## src/mlfq_pkg.sv

```systemverilog
`timescale 1ns / 1ps
// ----------------------------------------------------------------------------
// MLFQ scheduler package
// Shared sizes, codes and controller/datapath interface types.
// ----------------------------------------------------------------------------
package mlfq_pkg;

    localparam int SLOTS     = 64;
    localparam int TOP_LEVEL = 3;
    localparam int LEVELS    = TOP_LEVEL + 1;
    localparam int IW        = (SLOTS > 2) ? $clog2(SLOTS) : 1;
    localparam int PW        = $clog2(SLOTS + 1);
    localparam int LW        = (LEVELS > 2) ? $clog2(LEVELS) : 1;

    typedef logic [IW-1:0] t_idx;
    typedef logic [PW-1:0] t_ptr;
    typedef logic [LW-1:0] t_lvl;

    localparam t_ptr NIL = t_ptr'(SLOTS);

    // Slot states
    localparam logic [2:0] SS_FREE   = 3'd0;
    localparam logic [2:0] SS_READY  = 3'd1;
    localparam logic [2:0] SS_RUN    = 3'd2;
    localparam logic [2:0] SS_SLEEP  = 3'd3;
    localparam logic [2:0] SS_ZOMBIE = 3'd4;

    // Operation codes
    localparam logic [2:0] OP_CREATE   = 3'd0;
    localparam logic [2:0] OP_DISPATCH = 3'd1;
    localparam logic [2:0] OP_STOP     = 3'd2;
    localparam logic [2:0] OP_WAKE     = 3'd3;
    localparam logic [2:0] OP_REAP     = 3'd4;

    // Stop reasons
    localparam logic [1:0] RSN_YIELD = 2'd0;
    localparam logic [1:0] RSN_SLEEP = 2'd1;
    localparam logic [1:0] RSN_EXIT  = 2'd2;
    localparam logic [1:0] RSN_BAD   = 2'd3;

    // Configuration register indexes
    localparam logic CFG_BUDGET = 1'b0;
    localparam logic CFG_PERIOD = 1'b1;

    typedef enum logic [1:0] {
        RES_OK     = 2'd0,
        RES_NOFREE = 2'd1,
        RES_NONE   = 2'd2,
        RES_WRONG  = 2'd3
    } t_res;

    typedef enum logic [4:0] {
        CMD_NONE,
        CMD_INIT,
        CMD_LATCH,
        CMD_FAIL,
        CMD_CR_RD,
        CMD_CR_WR,
        CMD_APPEND,
        CMD_SPLICE,
        CMD_SW_RD,
        CMD_SW_WR,
        CMD_PICK,
        CMD_PICK_WR,
        CMD_SP_RD,
        CMD_SP_WR,
        CMD_WK_INIT,
        CMD_WK_RD,
        CMD_WK_EV,
        CMD_WK_NIL,
        CMD_RP_RD,
        CMD_RP_WR,
        CMD_EMIT
    } t_cmd;

    typedef struct packed {
        t_cmd op;
        t_res code;
    } t_dp_cmd;

    typedef struct packed {
        logic [2:0] op;
        logic [1:0] reason;
        logic       free_empty;
        logic       run_busy;
        logic       promo_due;
        logic       any_ready;
        logic       slot_ok;
        logic       cur_nil;
        logic       rd_match;
        logic       idx_last;
        logic       out_free;
    } t_dp_stat;

endpackage

```

## src/mlfq_ctrl.sv

```systemverilog
`timescale 1ns / 1ps
// ----------------------------------------------------------------------------
// MLFQ scheduler controller
// Sequences table reads and writes for each operation.
// ----------------------------------------------------------------------------
module mlfq_ctrl (
    input  logic               i_clk,
    input  logic               i_rst_n,
    input  logic               i_in_valid,
    output logic               o_in_stall,
    input  mlfq_pkg::t_dp_stat i_stat,
    output mlfq_pkg::t_dp_cmd  o_cmd
);
    import mlfq_pkg::*;

    typedef enum logic [4:0] {
        S_INIT, S_IDLE, S_DECODE, S_CR_WR, S_APPEND, S_SW_RD, S_SW_WR,
        S_PICK, S_PICK_WR, S_SP_WR, S_WK_RD, S_WK_EV, S_WK_NIL, S_RP_WR, S_DONE
    } t_state;

    t_state r_state, n_state;
    logic   r_stall;

    always_comb begin
        n_state    = r_state;
        o_cmd.op   = CMD_NONE;
        o_cmd.code = RES_WRONG;
        unique case (r_state)
            S_INIT: begin
                o_cmd.op = CMD_INIT;
                if (i_stat.idx_last) n_state = S_IDLE;
            end
            S_IDLE: begin
                if (i_in_valid) begin
                    o_cmd.op = CMD_LATCH;
                    n_state  = S_DECODE;
                end
            end
            S_DECODE: begin
                n_state  = S_DONE;
                o_cmd.op = CMD_FAIL;
                case (i_stat.op)
                    OP_CREATE: begin
                        if (i_stat.free_empty) o_cmd.code = RES_NOFREE;
                        else begin
                            o_cmd.op = CMD_CR_RD;
                            n_state  = S_CR_WR;
                        end
                    end
                    OP_DISPATCH: begin
                        if (!i_stat.run_busy) begin
                            if (i_stat.promo_due) begin
                                o_cmd.op = CMD_SPLICE;
                                n_state  = S_SW_RD;
                            end else begin
                                o_cmd.op = CMD_NONE;
                                n_state  = S_PICK;
                            end
                        end
                    end
                    OP_STOP: begin
                        if (i_stat.run_busy && i_stat.reason != RSN_BAD) begin
                            o_cmd.op = CMD_SP_RD;
                            n_state  = S_SP_WR;
                        end
                    end
                    OP_WAKE: begin
                        o_cmd.op = CMD_WK_INIT;
                        n_state  = S_WK_RD;
                    end
                    OP_REAP: begin
                        if (i_stat.slot_ok) begin
                            o_cmd.op = CMD_RP_RD;
                            n_state  = S_RP_WR;
                        end
                    end
                    default: ;
                endcase
            end
            S_CR_WR: begin
                o_cmd.op = CMD_CR_WR;
                n_state  = S_APPEND;
            end
            S_APPEND: begin
                o_cmd.op = CMD_APPEND;
                n_state  = (i_stat.op == OP_WAKE) ? S_WK_RD : S_DONE;
            end
            S_SW_RD: begin
                o_cmd.op = CMD_SW_RD;
                n_state  = S_SW_WR;
            end
            S_SW_WR: begin
                o_cmd.op = CMD_SW_WR;
                n_state  = i_stat.idx_last ? S_PICK : S_SW_RD;
            end
            S_PICK: begin
                if (!i_stat.any_ready) begin
                    o_cmd.op   = CMD_FAIL;
                    o_cmd.code = RES_NONE;
                    n_state    = S_DONE;
                end else begin
                    o_cmd.op = CMD_PICK;
                    n_state  = S_PICK_WR;
                end
            end
            S_PICK_WR: begin
                o_cmd.op = CMD_PICK_WR;
                n_state  = S_DONE;
            end
            S_SP_WR: begin
                o_cmd.op = CMD_SP_WR;
                n_state  = (i_stat.reason == RSN_YIELD) ? S_APPEND : S_DONE;
            end
            S_WK_RD: begin
                if (i_stat.cur_nil) n_state = S_DONE;
                else begin
                    o_cmd.op = CMD_WK_RD;
                    n_state  = S_WK_EV;
                end
            end
            S_WK_EV: begin
                o_cmd.op = CMD_WK_EV;
                n_state  = i_stat.rd_match ? S_WK_NIL : S_WK_RD;
            end
            S_WK_NIL: begin
                o_cmd.op = CMD_WK_NIL;
                n_state  = S_APPEND;
            end
            S_RP_WR: begin
                o_cmd.op = CMD_RP_WR;
                n_state  = S_DONE;
            end
            S_DONE: begin
                if (i_stat.out_free) begin
                    o_cmd.op = CMD_EMIT;
                    n_state  = S_IDLE;
                end
            end
            default: n_state = S_IDLE;
        endcase
    end

    always_ff @(posedge i_clk) begin
        if (!i_rst_n) begin
            r_state <= S_INIT;
            r_stall <= 1'b1;
        end else begin
            r_state <= n_state;
            r_stall <= (n_state != S_IDLE);
        end
    end

    assign o_in_stall = r_stall;

endmodule

```

## config.mk

```make
export PLATFORM = sky130hd
export DESIGN_NAME = mlfq_ctrl
export DESIGN_NICKNAME = d
export VERILOG_FILES = /design/src/mlfq_pkg.sv /design/src/mlfq_ctrl.sv
export SDC_FILE = /design/constraint.sdc
export NUM_CORES = 1
export LEC_CHECK = 0
export BUFFER_PORTS_ARGS = -buffer_cell sky130_fd_sc_hd__buf_2
export CAP_MARGIN = 20
export CORE_MARGIN = 5
export CORE_UTILIZATION = 51
export CTS_CLUSTER_SIZE = 16
export DETAILED_ROUTE_END_ITERATION = 10
export HOLD_SLACK_MARGIN = 0.15
export PLACE_DENSITY = 0.78
export SYNTH_ARGS = -nofsm -noshare
export SYNTH_HDL_FRONTEND = slang
export SYNTH_SLANG_ARGS = --single-unit
```

## constraint.sdc

```tcl
create_clock -name i_clk -period 2.57 [get_ports i_clk]
set_input_delay 0.3855 -clock i_clk [delete_from_list [all_inputs] [get_ports i_clk]]
set_output_delay 0.3855 -clock i_clk [all_outputs]
set_load 0.005 [all_outputs]
```

==> metrics.json, run 1 <==
{
  "clock_network": {
    "clock_insertion_delay_worst_skew_ns": 0.24,
    "cts_resized": 0,
    "postCtsHoldBufs": 0,
    "clk_path_buf_depth": 2,
    "clock_buffer_count_from_cts": 3,
    "cts.root.buffer_cell": "sky130_fd_sc_hd__clkbuf_4",
    "cts_tree": "yes",
    "path_clk_slew_ns": 0.05,
    "htree_num_levels": 1,
    "cts.sinks": 6,
    "cts_setup_buffers": 0
  },
  "sta": {
    "tightestPinTransition_ns": 0.5934,
    "timing_hold_violations_final": 0,
    "timing.final.max_slew_violations": 0,
    "post-route-period-util": 0.9436,
    "report.final.setup_viol": 0,
    "totalNegativeSetupSlack_ns": 0,
    "clock-skew-final_ns": 0.005651,
    "maxSlewHeadroom": 0.6008,
    "rsz_0062_raised_after_global_routing": "false",
    "timing.final.crit_period_ns": 2.425,
    "achievable-frequency_ghz": 0.4123
  },
  "cells_and_area": {
    "flow.area_growth_from_synthesis_pct": 14.87,
    "fin_util": 0.6067,
    "fill_cells": 180,
    "layout-drive-gt1-share": 0.2288,
    "multiInputGateArea_um2": 684.4,
    "final_net_count": 172,
    "antenna-diode-count": 0,
    "register_area_um2": 120.1
  },
  "placement": {
    "gp_routability_congestion": 0.9119,
    "placement.io_buffers": 24,
    "place_hpwl_um": 1886
  },
  "critical_path": {
    "critical_path.top_delay_family": "simple AND/OR/NAND/NOR gates",
    "critical_path.max_stage_delay_ns": 0.64,
    "ff2ff_path_depth": 6,
    "timing.critical_path.buf_inv": 1,
    "cp.depth": 4,
    "crit_top_cell": "sky130_fd_sc_hd__or4_1",
    "worstPathMaxFanout": 10,
    "cp_slowest_cell": "sky130_fd_sc_hd__or4_1",
    "critical_path.endpoint_type": "output port",
    "cp.required_ns": 2.18,
    "worstSetupStartpointType": "register",
    "worst-endpoint-arrival_ns": 2.04,
    "cp_class": "reg -> out",
    "timing.critical_path.cells": "or4_1 -> or4_1 -> o311ai_1 -> buf_2"
  },
  "power": {
    "power-per-cell-area_mw_per_mm2": 354.0,
    "static-leakage-power_nw": 0.3770,
    "comb_power_share": 0.466,
    "swShare": 0.3735,
    "worst_supply_voltage_drop_on_vdd_uv": 383.3,
    "power.sequential.fraction": 0.300,
    "cellInternalPower_w": 0.0002273,
    "p_sw_w": 0.0001355,
    "power_frac_clock": 0.235
  },
  "yosys": {
    "synth.yosys.warnings": 0,
    "synth_cell_type_count": 48,
    "post_synthesis_async_set_or_reset_flop_share": 0,
    "synth_edf_count": 0,
    "synth_top_cell_area_share": 0.1346,
    "syn-mean-instance-area_um2": 6.708,
    "synth_area_um2": 892.1,
    "mappedNetlistNets": 150,
    "seq_area_frac_synth": 0.1346,
    "dominantRegCellSynth": "sky130_fd_sc_hd__dfxtp_1",
    "synth-seq-cells": 6,
    "netlist_top_cells_area": "sky130_fd_sc_hd__dfxtp_1, sky130_fd_sc_hd__nand2b_1, sky130_fd_sc_hd__a21oi_1",
    "syn-instance-count": 133,
    "yosys.area.top_type": "sky130_fd_sc_hd__dfxtp_1"
  },
  "min_path": {
    "holdPathStages": 2,
    "min_path_type": "in -> reg"
  },
  "floorplan": {
    "die_w_um": 51.83,
    "floorplan.initialDensity": 0.5281,
    "boundaryPins": 25,
    "coreArea_mm2": 0.001689,
    "die_ht_um": 51.83,
    "die-area_mm2": 0.002686,
    "core.rowCount": 15
  },
  "routing": {
    "total_number_of_vias": 1074,
    "drt-pass1-iter-count": 4,
    "route.detailed.drc": 0,
    "detail_route.iter0.violations": 36,
    "drtAntennaViolNets": 0,
    "route.final.wire_length_um": 2436,
    "avgRoutedWirePerCell_um": 14.33,
    "vias_per_cell": 6.318
  },
  "grt": {
    "grt_pass1_wl_um": 4167,
    "pin_count_of_the_biggest_net_entering_global_routing": 24,
    "grt_antenna_before_repair": 0,
    "grt_overflow": 0,
    "groute.usage.overall": 0.1957,
    "number_of_global_route_vias_before_repair": 969
  },
  "job": {
    "maxCapViolCount": 0
  },
  "status": {
    "outcome": "complete, no violations"
  }
}
[worst register-to-register path: stages, from the launching register on]
cell and delay [ns]:
sky130_fd_sc_hd__dfxtp_1 0.48, sky130_fd_sc_hd__buf_4 0.22, sky130_fd_sc_hd__nand2b_1 0.09, sky130_fd_sc_hd__nand4b_1 0.12, sky130_fd_sc_hd__a31oi_1 0.15, sky130_fd_sc_hd__or4b_1 0.53, sky130_fd_sc_hd__or4_1 0.43
[state kept, by name (all words and copies together), names as in the netlist]
name	cells
r_state	5
o_in_stall	1
[Yosys cell counts (all sizes together) (3+ instances only)]
master and instances:
o311ai 3, inv 5, nand2b 12, o21ai 7
or4 3, a21oi 11, and2 3, dfxtp 6
nor2b 4, nand3 8, clkbuf 5, or3 3
nor2 14, o211ai 3, buf 7, nand2 5
nor4 4
[cells in the final DEF, fill, tap and decap left out, types with 2 or more instances in the layout]
cell type | netlist | layout
sky130_fd_sc_hd__nand4_1 | 2 | 2
sky130_fd_sc_hd__o21ai_0 | 7 | 7
sky130_fd_sc_hd__nor3_1 | 2 | 2
sky130_fd_sc_hd__a21oi_1 | 11 | 11
sky130_fd_sc_hd__mux2i_1 | 2 | 2
sky130_fd_sc_hd__or4_1 | 3 | 3
sky130_fd_sc_hd__and2_1 | 2 | 2
sky130_fd_sc_hd__nand2_1 | 5 | 5
sky130_fd_sc_hd__nor4_1 | 4 | 4
sky130_fd_sc_hd__or3_1 | 2 | 2
sky130_fd_sc_hd__a211oi_1 | 2 | 2
sky130_fd_sc_hd__buf_2 | 5 | 24
sky130_fd_sc_hd__nor2b_1 | 4 | 4
sky130_fd_sc_hd__o211ai_1 | 3 | 3
sky130_fd_sc_hd__o311ai_0 | 2 | 2
sky130_fd_sc_hd__nand2b_1 | 12 | 12
sky130_fd_sc_hd__nor2_1 | 14 | 14
sky130_fd_sc_hd__inv_1 | 5 | 5
sky130_fd_sc_hd__clkbuf_4 | 0 | 3
sky130_fd_sc_hd__buf_4 | 0 | 5
sky130_fd_sc_hd__or4b_1 | 2 | 2
sky130_fd_sc_hd__dfxtp_1 | 6 | 6
sky130_fd_sc_hd__nand3_1 | 8 | 8
[cell type report]
cell class	count	share of cell area
Clock buffer	3	0.02198
Multi-Input combinational cell	110	0.6679
Inverter	5	0.01832
Tap cell	17	0.02076
Timing Repair Buffer	29	0.1538
Sequential cell	6	0.1172
[power by group through the flow]
stage	Combinational (W)	Clock, W	Sequential, W
floorplan	0.000117	0	0.000109
global placement	0.000163	0	0.000110
detailed placement	0.000166	0	0.000110
CTS	0.000168	0.0000873	0.000108
global route	0.000189	0.0000937	0.000110
finish	0.000169	0.0000851	0.000109
[layer usage]
layer,GRT usage,routed length [um],vias up,part of all wire
met4,0.03493,16,0,0.0066
met1,0.2509,1034,467,0.42
met3,0.04871,225,2,0.092
li1,-,-,543,-
met5,0,0,-,0
met2,0.3305,1160,62,0.48
[final timing paths]
check,startpoint,slack [ns],endpoint
setup / recovery,r_state[3]$_SDFF_PN0_,0.14,o_cmd[4]
hold / removal,i_rst_n,0.40,r_state[1]$_SDFF_PN0_
setup reg to reg,r_state[3]$_SDFF_PN0_,0.41,o_in_stall$_SDFF_PN1_
hold reg to reg,r_state[1]$_SDFF_PN0_,0.82,r_state[0]$_SDFF_PN0_
[cells by family (layout without fill, tap and decap cells)]
logic type	after synthesis	after routing	share of synthesized area
AND/OR/NAND/NOR	65	65	0.4095
AO/OA/AOI/OAI	41	41	0.3212
buffers and inverters	17	37	0.09816
flip-flops	6	6	0.1346
multiplexers	2	2	0.02244
other	1	1	0.004204
XOR/XNOR	1	1	0.009819
[stage by stage]
stage	area, um2	std cells	power, W	hold WS (ns)	worst slack, ns
final	1025	170	0.0003628	0.3983	0.1448
after global routing	1025	170	0.0003931	0.3957	0.02631
after CTS	1025	170	0.0003634	0.3963	0.1435
after detailed placement	1002	167	0.0002767	0.6398	0.3833
after global placement	1002	167	0.0002736	0.6407	0.3316
after floorplan	892.1	133	0.0002267	0.5072	0.5702
Note: power is estimated with default switching activity, not from simulation.
==> run 2: changes to the inputs <==
--- a/config.mk
+++ b/config.mk
@@ -7,7 +7,6 @@
 export LEC_CHECK = 0
 export BUFFER_PORTS_ARGS = -buffer_cell sky130_fd_sc_hd__buf_2
 export CAP_MARGIN = 20
-export CORE_MARGIN = 5
 export CORE_UTILIZATION = 51
 export CTS_CLUSTER_SIZE = 16
 export DETAILED_ROUTE_END_ITERATION = 10
==> run 2 against run 1 <==
The run now ends with design-rule violations left; clock skew up 0.0010 ns; sequential cell count unchanged; setup slack got worse by 0.023 ns; global-route usage grew 8.0 points; critical path type unchanged; critical endpoint unchanged; largest cell class unchanged.
==> metrics.json, run 2 (same netlist as run 1, synthesis figures left out) <==
{
  "status": {
    "outcome": "complete, but fails checks",
    "failing_checks": "design-rule violations"
  },
  "min_path": {
    "worst_hold_startpoint": "i_rst_n",
    "min_path_type": "in -> reg"
  },
  "routing": {
    "dr_wl_met3": {"value": 175, "unit": "um", "change": "-22%"},
    "drtAntennaViolNets": {"value": 0, "change": "unchanged"},
    "drt-pass1-iter-count": {"value": 8, "change": "+4"},
    "detail_route.iter0.violations": {"value": 60, "change": "+67%"},
    "route.final.wire_length": {"value": 2398, "unit": "um", "change": "-1.6%"},
    "route.detailed.drc": {"value": 3, "change": "+3"},
    "total_number_of_vias": {"value": 1091, "change": "+1.6%"},
    "vias_per_cell": {"value": 6.494, "change": "+2.8%"},
    "avgRoutedWirePerCell": {"value": 14.27, "unit": "um", "change": "-0.39%"},
    "detailroute.wirelength.met2": {"value": 1166, "unit": "um", "change": "+0.52%"},
    "uppermost_layer_routed": "met4",
    "detail_route.wirelength.met1": {"value": 1041, "unit": "um", "change": "+0.68%"}
  },
  "critical_path": {
    "ff2ff_path_depth": {"value": 5, "change": "-1"},
    "timing.critical_path.cells": "or4_1 -> or4_1 -> o311ai_1 -> buf_2",
    "critical_path.endpoint_type": "output port",
    "launching_point_of_the_worst_reg2reg_path": "r_state[3]$_SDFF_PN0_",
    "critical_path.max_stage_delay": {"value": 0.59, "unit": "ns", "change": "-0.05 ns"},
    "critical_path.startpoint": "r_state[3]$_SDFF_PN0_",
    "cp.required": {"value": 2.18, "unit": "ns", "change": "about the same"},
    "critical_path.endpoint": "o_cmd[4]",
    "reg2reg_slack": {"value": 0.33, "unit": "ns", "change": "-0.08 ns"},
    "crit_top_cell": "sky130_fd_sc_hd__or4_1",
    "worstPathMaxFanout": {"value": 18, "change": "+8"},
    "worst-endpoint-arrival": {"value": 2.06, "unit": "ns", "change": "+0.02 ns"},
    "regToRegEndpoint": "o_in_stall$_SDFF_PN1_",
    "worstSetupStartpointType": "register",
    "cp_class": "reg -> out",
    "cp_slowest_cell": "sky130_fd_sc_hd__or4_1"
  },
  "grt": {
    "grt_pass1_wl": {"value": 4029, "unit": "um", "change": "-3.3%"},
    "grt_overflow": {"value": 0, "change": "unchanged"},
    "number_of_global_route_vias_before_repair": {"value": 939, "change": "-3.1%"},
    "groute.usage.overall": {"value": 0.2761, "change": "+0.08036"},
    "pin_count_of_the_biggest_net_entering_global_routing": {"value": 24, "change": "unchanged"},
    "grt_antenna_before_repair": {"value": 0, "change": "unchanged"}
  },
  "job": {
    "maxCapViolCount": {"value": 0, "change": "unchanged"}
  },
  "clock_network": {
    "postCtsHoldBufs": {"value": 0, "change": "unchanged"},
    "clk_path_buf_depth": {"value": 2, "change": "unchanged"},
    "cts.sinks": {"value": 6, "change": "unchanged"},
    "cts_resized": {"value": 0, "change": "unchanged"},
    "htree_num_levels": {"value": 1, "change": "unchanged"},
    "cts.root.buffer_cell": "sky130_fd_sc_hd__clkbuf_4",
    "clock_buffer_count_from_cts": {"value": 3, "change": "unchanged"},
    "path_clk_slew": {"value": 0.05, "unit": "ns", "change": "about the same"},
    "cts_setup_buffers": {"value": 0, "change": "unchanged"},
    "cts_tree": "yes",
    "clock_insertion_delay_worst_skew": {"value": 0.25, "unit": "ns", "change": "about the same"}
  },
  "floorplan": {
    "die_ht": {"value": 43.83, "unit": "um", "change": "-15%"},
    "core.rowCount": {"value": 14, "change": "-1"},
    "die_w": {"value": 43.83, "unit": "um", "change": "-15%"},
    "die-area": {"value": 0.001921, "unit": "mm2", "change": "-28%"},
    "boundaryPins": {"value": 25, "change": "unchanged"},
    "floorplan.initialDensity": {"value": 0.5659, "change": "+0.03772"},
    "coreArea": {"value": 0.001577, "unit": "mm2", "change": "-6.7%"}
  },
  "cells_and_area": {
    "fill_cells": {"value": 156, "change": "-13%"},
    "layout.cells.most_common_list": "sky130_fd_sc_hd__buf_2, sky130_fd_sc_hd__nor2_1, sky130_fd_sc_hd__nand2b_1, sky130_fd_sc_hd__a21oi_1, sky130_fd_sc_hd__nand3_1",
    "flow.area_growth_from_synthesis_pct": 13.88,
    "register_name_with_the_most_flops": "r_state",
    "final_net_count": {"value": 171, "change": "-0.58%"},
    "multiInputGateArea": {"value": 684.4, "unit": "um2", "change": "unchanged"},
    "most_frequent_standard_cell_in_the_layout_excluding_fill_and_tap_cells": "sky130_fd_sc_hd__buf_2",
    "layout-drive-gt1-share": {"value": 0.2237, "change": "-0.005074"},
    "register_area": {"value": 120.1, "unit": "um2", "change": "unchanged"},
    "antenna-diode-count": {"value": 0, "change": "unchanged"},
    "number_of_flip_flops_under_the_largest_register_name": {"value": 5, "change": "unchanged"}
  },
  "sta": {
    "post-route-period-util": {"value": 0.9527, "change": "+0.009089"},
    "rsz_0062_raised_after_global_routing": "false",
    "timing_hold_violations_final": {"value": 0, "change": "unchanged"},
    "tightestPinTransition": {"value": 0.6772, "unit": "ns", "change": "+0.08386 ns"},
    "clock-skew-final": {"value": 0.006654, "unit": "ns", "change": "+0.001003 ns"},
    "timing.final.max_slew_violations": {"value": 0, "change": "unchanged"},
    "report.final.setup_viol": {"value": 0, "change": "unchanged"},
    "totalNegativeSetupSlack": {"value": 0, "unit": "ns", "change": "unchanged"},
    "timing.final.crit_period": {"value": 2.449, "unit": "ns", "change": "+0.02336 ns"},
    "hold-worst-slack": {"value": 0.3922, "unit": "ns", "change": "-0.006079 ns"},
    "maxSlewHeadroom": {"value": 0.5444, "change": "-0.05642"},
    "achievable-frequency": {"value": 0.4084, "unit": "GHz", "change": "-0.95%"}
  },
  "placement": {
    "place_hpwl": {"value": 1827, "unit": "um", "change": "-3.2%"},
    "placement.io_buffers": {"value": 24, "change": "unchanged"},
    "gp_routability_congestion": {"value": 0.9037, "change": "-0.90%"}
  },
  "power": {
    "power-per-cell-area": {"value": 360.3, "unit": "mW/mm2", "change": "+1.8%"},
    "static-leakage-power": {"value": 0.3709, "unit": "nW", "change": "-1.6%"},
    "worst_supply_voltage_drop_on_vdd": {"value": 379.1, "unit": "uV", "change": "-1.1%"}
  }
}
==> run 2: changes by cell type in the layout (fill, tap and decap cells not counted) <==
| cell | change |
|---|---|
| sky130_fd_sc_hd__buf_4 | -1 |
==> run 2: final cells by class <==
cell class | count | area share
multi-input combinational | 110 | 0.6736
timing repair buffer | 28 | 0.1478
sequential | 6 | 0.1182
clock buffer | 3 | 0.02217
tap | 16 | 0.01970
inverter | 5 | 0.01847
==> run 2: worst min path at each step <==
stage / end / slack [ns] / depth (start not counted)
floorplan: r_state[1]$_SDFF_PN0_ / 0.51 / 1
global placement: r_state[2]$_SDFF_PN0_ / 0.64 / 2
detailed placement: r_state[2]$_SDFF_PN0_ / 0.64 / 2
CTS: r_state[1]$_SDFF_PN0_ / 0.39 / 2
global route: r_state[2]$_SDFF_PN0_ / 0.41 / 2
finish: r_state[1]$_SDFF_PN0_ / 0.39 / 2
==> run 2: through the flow <==
stage                     total power [W]  setup WS (ns)  std cells  instance area, um2  utilization
after floorplan                 0.0002267         0.5702        133               892.1            -
after global placement          0.0002712         0.3064        165               993.5       0.6302
after detailed placement        0.0002750         0.3217        165               993.5       0.6302
after CTS                       0.0003660         0.1360        168                1016       0.6444
after global routing            0.0003931       0.004005        168                1016       0.6444
final                           0.0003661         0.1215        168                1016       0.6444
==> run 2: critical path: cells and delay by family, from the launching register on <==
family / cells / cell delay, ns
flops: 1 / 0.48
buf+inv: 1 / 0.15
compound gates: 1 / 0.10
simple gates: 2 / 1.08
==> run 2: per-layer routing <==
metal / vias up / global-route usage
met5: - / 0
met4: 0 / 0.05625
met3: 3 / 0.03750
met2: 49 / 0.4627
met1: 492 / 0.3750
li1: 547 / -
==> run 2: power breakdown <==
group | switching (W) | internal, W
Sequential | 0.0000102 | 0.000103
Clock | 0.0000366 | 0.0000530
Combinational | 0.0000929 | 0.0000707
Total | 0.000140 | 0.000226
==> run 3: changes to the inputs <==
==> config.mk (replaced) <==
export PLATFORM = sky130hd
export DESIGN_NAME = mlfq_ctrl
export DESIGN_NICKNAME = d
export VERILOG_FILES = /design/src/mlfq_pkg.sv /design/src/mlfq_ctrl.sv
export SDC_FILE = /design/constraint.sdc
export NUM_CORES = 1
export LEC_CHECK = 0
export CAP_MARGIN = 30
export CORE_UTILIZATION = 60
export CTS_CLUSTER_SIZE = 16
export DETAILED_ROUTE_END_ITERATION = 10
export DONT_BUFFER_PORTS = 1
export HOLD_SLACK_MARGIN = 0.15
export PLACE_DENSITY = 0.76
export SYNTH_ARGS = -nofsm -noshare
export SYNTH_HDL_FRONTEND = slang
export SYNTH_SLANG_ARGS = --single-unit
==> run 3 against run 2 <==
The flow now finishes without violations; first-iteration DRC count fell by 20%; combinational power fell by 23%; largest power group unchanged; die area fell by 14%; setup slack got worse by 0.0090 ns.
==> metrics.json, run 3 (same netlist as run 1, synthesis figures left out) <==
{
  "cells_and_area": {
    "layout-drive-gt1-share": {"value": 0.07087, "change": "-0.1528"},
    "final_net_count": {"value": 146, "change": "-15%"},
    "number_of_flip_flops_under_the_largest_register_name": {"value": 5, "change": "unchanged"},
    "postLayoutCellArea": {"value": 887.1, "unit": "um2", "change": "-13%"},
    "fill_cells": {"value": 134, "change": "-14%"},
    "layout.cells.most_common_list": "sky130_fd_sc_hd__nor2_1, sky130_fd_sc_hd__nand2b_1, sky130_fd_sc_hd__a21oi_1, sky130_fd_sc_hd__nand3_1, sky130_fd_sc_hd__o21ai_0",
    "flow.area_growth_from_synthesis_pct": -0.5610,
    "register_name_with_the_most_flops": "r_state",
    "fin_util": {"value": 0.6571, "change": "+0.01265"},
    "most_frequent_standard_cell_in_the_layout_excluding_fill_and_tap_cells": "sky130_fd_sc_hd__nor2_1",
    "register_area": {"value": 120.1, "unit": "um2", "change": "unchanged"},
    "multiInputGateArea": {"value": 684.4, "unit": "um2", "change": "unchanged"},
    "antenna-diode-count": {"value": 0, "change": "unchanged"}
  },
  "critical_path": {
    "reg2reg_slack": {"value": 0.41, "unit": "ns", "change": "+0.08 ns"},
    "cp.required": {"value": 2.18, "unit": "ns", "change": "about the same"},
    "critical_path.startpoint": "r_state[0]$_SDFF_PN0_",
    "worstPathMaxFanout": {"value": 12, "change": "-6"},
    "regToRegEndpoint": "o_in_stall$_SDFF_PN1_",
    "ff2ff_path_depth": {"value": 5, "change": "unchanged"},
    "worstSetupStartpointType": "register",
    "critical_path.endpoint_type": "output port",
    "cp_class": "reg -> out",
    "launching_point_of_the_worst_reg2reg_path": "r_state[3]$_SDFF_PN0_",
    "worst-endpoint-arrival": {"value": 2.07, "unit": "ns", "change": "about the same"}
  },
  "sta": {
    "clock-skew-final": {"value": 0.005505, "unit": "ns", "change": "-0.001149 ns"},
    "tightestPinTransition": {"value": 0.6739, "unit": "ns", "change": "-0.003314 ns"},
    "maxSlewHeadroom": {"value": 0.5466, "change": "+0.002229"},
    "achievable-frequency": {"value": 0.4069, "unit": "GHz", "change": "-0.37%"},
    "report.final.setup_viol": {"value": 0, "change": "unchanged"},
    "timing.final.crit_period": {"value": 2.458, "unit": "ns", "change": "+0.008994 ns"},
    "timing_hold_violations_final": {"value": 0, "change": "unchanged"},
    "post-route-period-util": {"value": 0.9562, "change": "+0.003500"},
    "timing.final.max_slew_violations": {"value": 0, "change": "unchanged"},
    "rsz_0062_raised_after_global_routing": "false",
    "totalNegativeSetupSlack": {"value": 0, "unit": "ns", "change": "unchanged"}
  },
  "routing": {
    "route.detailed.drc": {"value": 0, "change": "-3"},
    "detail_route.iter0.violations": {"value": 48, "change": "-20%"},
    "route.final.wire_length": {"value": 2281, "unit": "um", "change": "-4.9%"},
    "total_number_of_vias": {"value": 986, "change": "-9.6%"},
    "drtAntennaViolNets": {"value": 0, "change": "unchanged"},
    "vias_per_cell": {"value": 6.944, "change": "+6.9%"},
    "drt-pass1-iter-count": {"value": 4, "change": "-4"},
    "avgRoutedWirePerCell": {"value": 16.06, "unit": "um", "change": "+13%"}
  },
  "grt": {
    "grt_util_met2": {"value": 0.4762, "change": "+0.01350"},
    "number_of_global_route_vias_before_repair": {"value": 844, "change": "-10%"},
    "grt-busiest-layer": "met2",
    "grt_overflow": {"value": 0, "change": "unchanged"},
    "grt_antenna_before_repair": {"value": 0, "change": "unchanged"},
    "globalRouteMet1Util": {"value": 0.3464, "change": "-0.02859"},
    "grt_pass1_wl": {"value": 3312, "unit": "um", "change": "-18%"},
    "groute.usage.overall": {"value": 0.3039, "change": "+0.02779"},
    "pin_count_of_the_biggest_net_entering_global_routing": {"value": 22, "change": "-8.3%"},
    "grtUsageMet3": {"value": 0.1111, "change": "+0.07361"}
  },
  "floorplan": {
    "floorplan.initialDensity": {"value": 0.6608, "change": "+0.09492"},
    "core.rowCount": {"value": 13, "change": "-1"},
    "boundaryPins": {"value": 25, "change": "unchanged"},
    "die_ht": {"value": 40.56, "unit": "um", "change": "-7.5%"},
    "die-area": {"value": 0.001645, "unit": "mm2", "change": "-14%"},
    "coreArea": {"value": 0.001350, "unit": "mm2", "change": "-14%"},
    "die_w": {"value": 40.56, "unit": "um", "change": "-7.5%"}
  },
  "clock_network": {
    "cts_setup_buffers": {"value": 0, "change": "unchanged"},
    "cts.sinks": {"value": 6, "change": "unchanged"},
    "clock_insertion_delay_worst_skew": {"value": 0.25, "unit": "ns", "change": "about the same"},
    "htree_num_levels": {"value": 1, "change": "unchanged"},
    "clk_path_buf_depth": {"value": 2, "change": "unchanged"},
    "path_clk_slew": {"value": 0.05, "unit": "ns", "change": "about the same"},
    "cts.root.buffer_cell": "sky130_fd_sc_hd__clkbuf_4",
    "cts_resized": {"value": 0, "change": "unchanged"},
    "postCtsHoldBufs": {"value": 0, "change": "unchanged"},
    "cts_tree": "yes",
    "clock_buffer_count_from_cts": {"value": 3, "change": "unchanged"}
  },
  "min_path": {
    "worst_hold_startpoint": "i_rst_n",
    "min_path_type": "in -> reg",
    "whs_endpoint": "r_state[1]$_SDFF_PN0_",
    "holdPathStages": {"value": 1, "change": "-1"}
  },
  "placement": {
    "placement.io_buffers": {"value": 0, "change": "-100%"},
    "place_hpwl": {"value": 1728, "unit": "um", "change": "-5.4%"},
    "postPlaceCellArea": {"value": 864.6, "unit": "um2", "change": "-13%"},
    "gp_routability_congestion": {"value": 0.8375, "change": "-7.3%"}
  },
  "power": {
    "worst_supply_voltage_drop_on_vdd": {"value": 398.9, "unit": "uV", "change": "+5.2%"},
    "totalPowerFinal": {"value": 0.0003339, "unit": "W", "change": "-8.8%"},
    "comb_power_share": {"value": 0.377, "change": "-0.070"},
    "cellInternalPower": {"value": 0.0002111, "unit": "W", "change": "-6.8%"},
    "power-per-cell-area": {"value": 376.4, "unit": "mW/mm2", "change": "+4.5%"},
    "static-leakage-power": {"value": 0.2698, "unit": "nW", "change": "-27%"},
    "power.sequential.fraction": {"value": 0.360, "change": "+0.052"},
    "power_frac_clock": {"value": 0.264, "change": "+0.019"},
    "p_sw": {"value": 0.0001228, "unit": "W", "change": "-12%"},
    "swShare": {"value": 0.3677, "change": "-0.01385"}
  },
  "status": {
    "outcome": "complete, no violations"
  },
  "job": {
    "maxCapViolCount": {"value": 0, "change": "unchanged"}
  }
}
[run 3: changes by cell type in the layout (fill, tap and decap cells not counted), sizes merged]
cell | before | now
buf | 28 | 3
[run 3: area by class of cell]
type,instances,share of cell area
clock buffers,3,0.02539
inverters,5,0.02116
multi-input cells,110,0.7715
flip-flops and latches,6,0.1354
well taps,15,0.02116
repair buffers,3,0.02539
[run 3: power groups by stage]
stage / combinational [W] / sequential [W] / clock (W)
2_1_floorplan: 0.000117 / 0.000109 / 0
6_report: 0.000126 / 0.000120 / 0.0000880
3_5_place_dp: 0.000123 / 0.000122 / 0
5_1_grt: 0.000139 / 0.000122 / 0.000101
3_3_place_gp: 0.000122 / 0.000121 / 0
4_1_cts: 0.000124 / 0.000120 / 0.0000918
[run 3: per-layer routing]
metal  vias to the layer above  wire length (um)
li1                        488                 -
met1                       434               972
met2                        55              1015
met3                         9               241
met4                         0                53
met5                         -                 0
[run 3: stage by stage]
stage | setup WS (ns) | hold slack [ns] | cells
6_report | 0.1125 | 0.2573 | 142
3_3_place_gp | 0.4647 | 0.5152 | 139
3_5_place_dp | 0.3962 | 0.5126 | 139
2_1_floorplan | 0.5702 | 0.5072 | 133
4_1_cts | 0.1250 | 0.2510 | 142
5_1_grt | 0.04152 | 0.2433 | 142
[run 3: critical path, cell delays in order, from the launching register on]
cell and delay (ns):
sky130_fd_sc_hd__dfxtp_1 0.42, sky130_fd_sc_hd__nand2b_1 0.24, sky130_fd_sc_hd__or4_1 0.53, sky130_fd_sc_hd__or4_1 0.51, sky130_fd_sc_hd__o311ai_1 0.12
[run 3: how the worst max path moves through the flow]
stage	depth (start not counted)	end	slack, ns
final	4	o_cmd[4]	0.11
after floorplan	5	o_cmd[4]	0.57
after detailed placement	4	o_cmd[4]	0.40
after CTS	4	o_cmd[4]	0.12
after global routing	4	o_cmd[4]	0.04
after global placement	4	o_cmd[4]	0.46
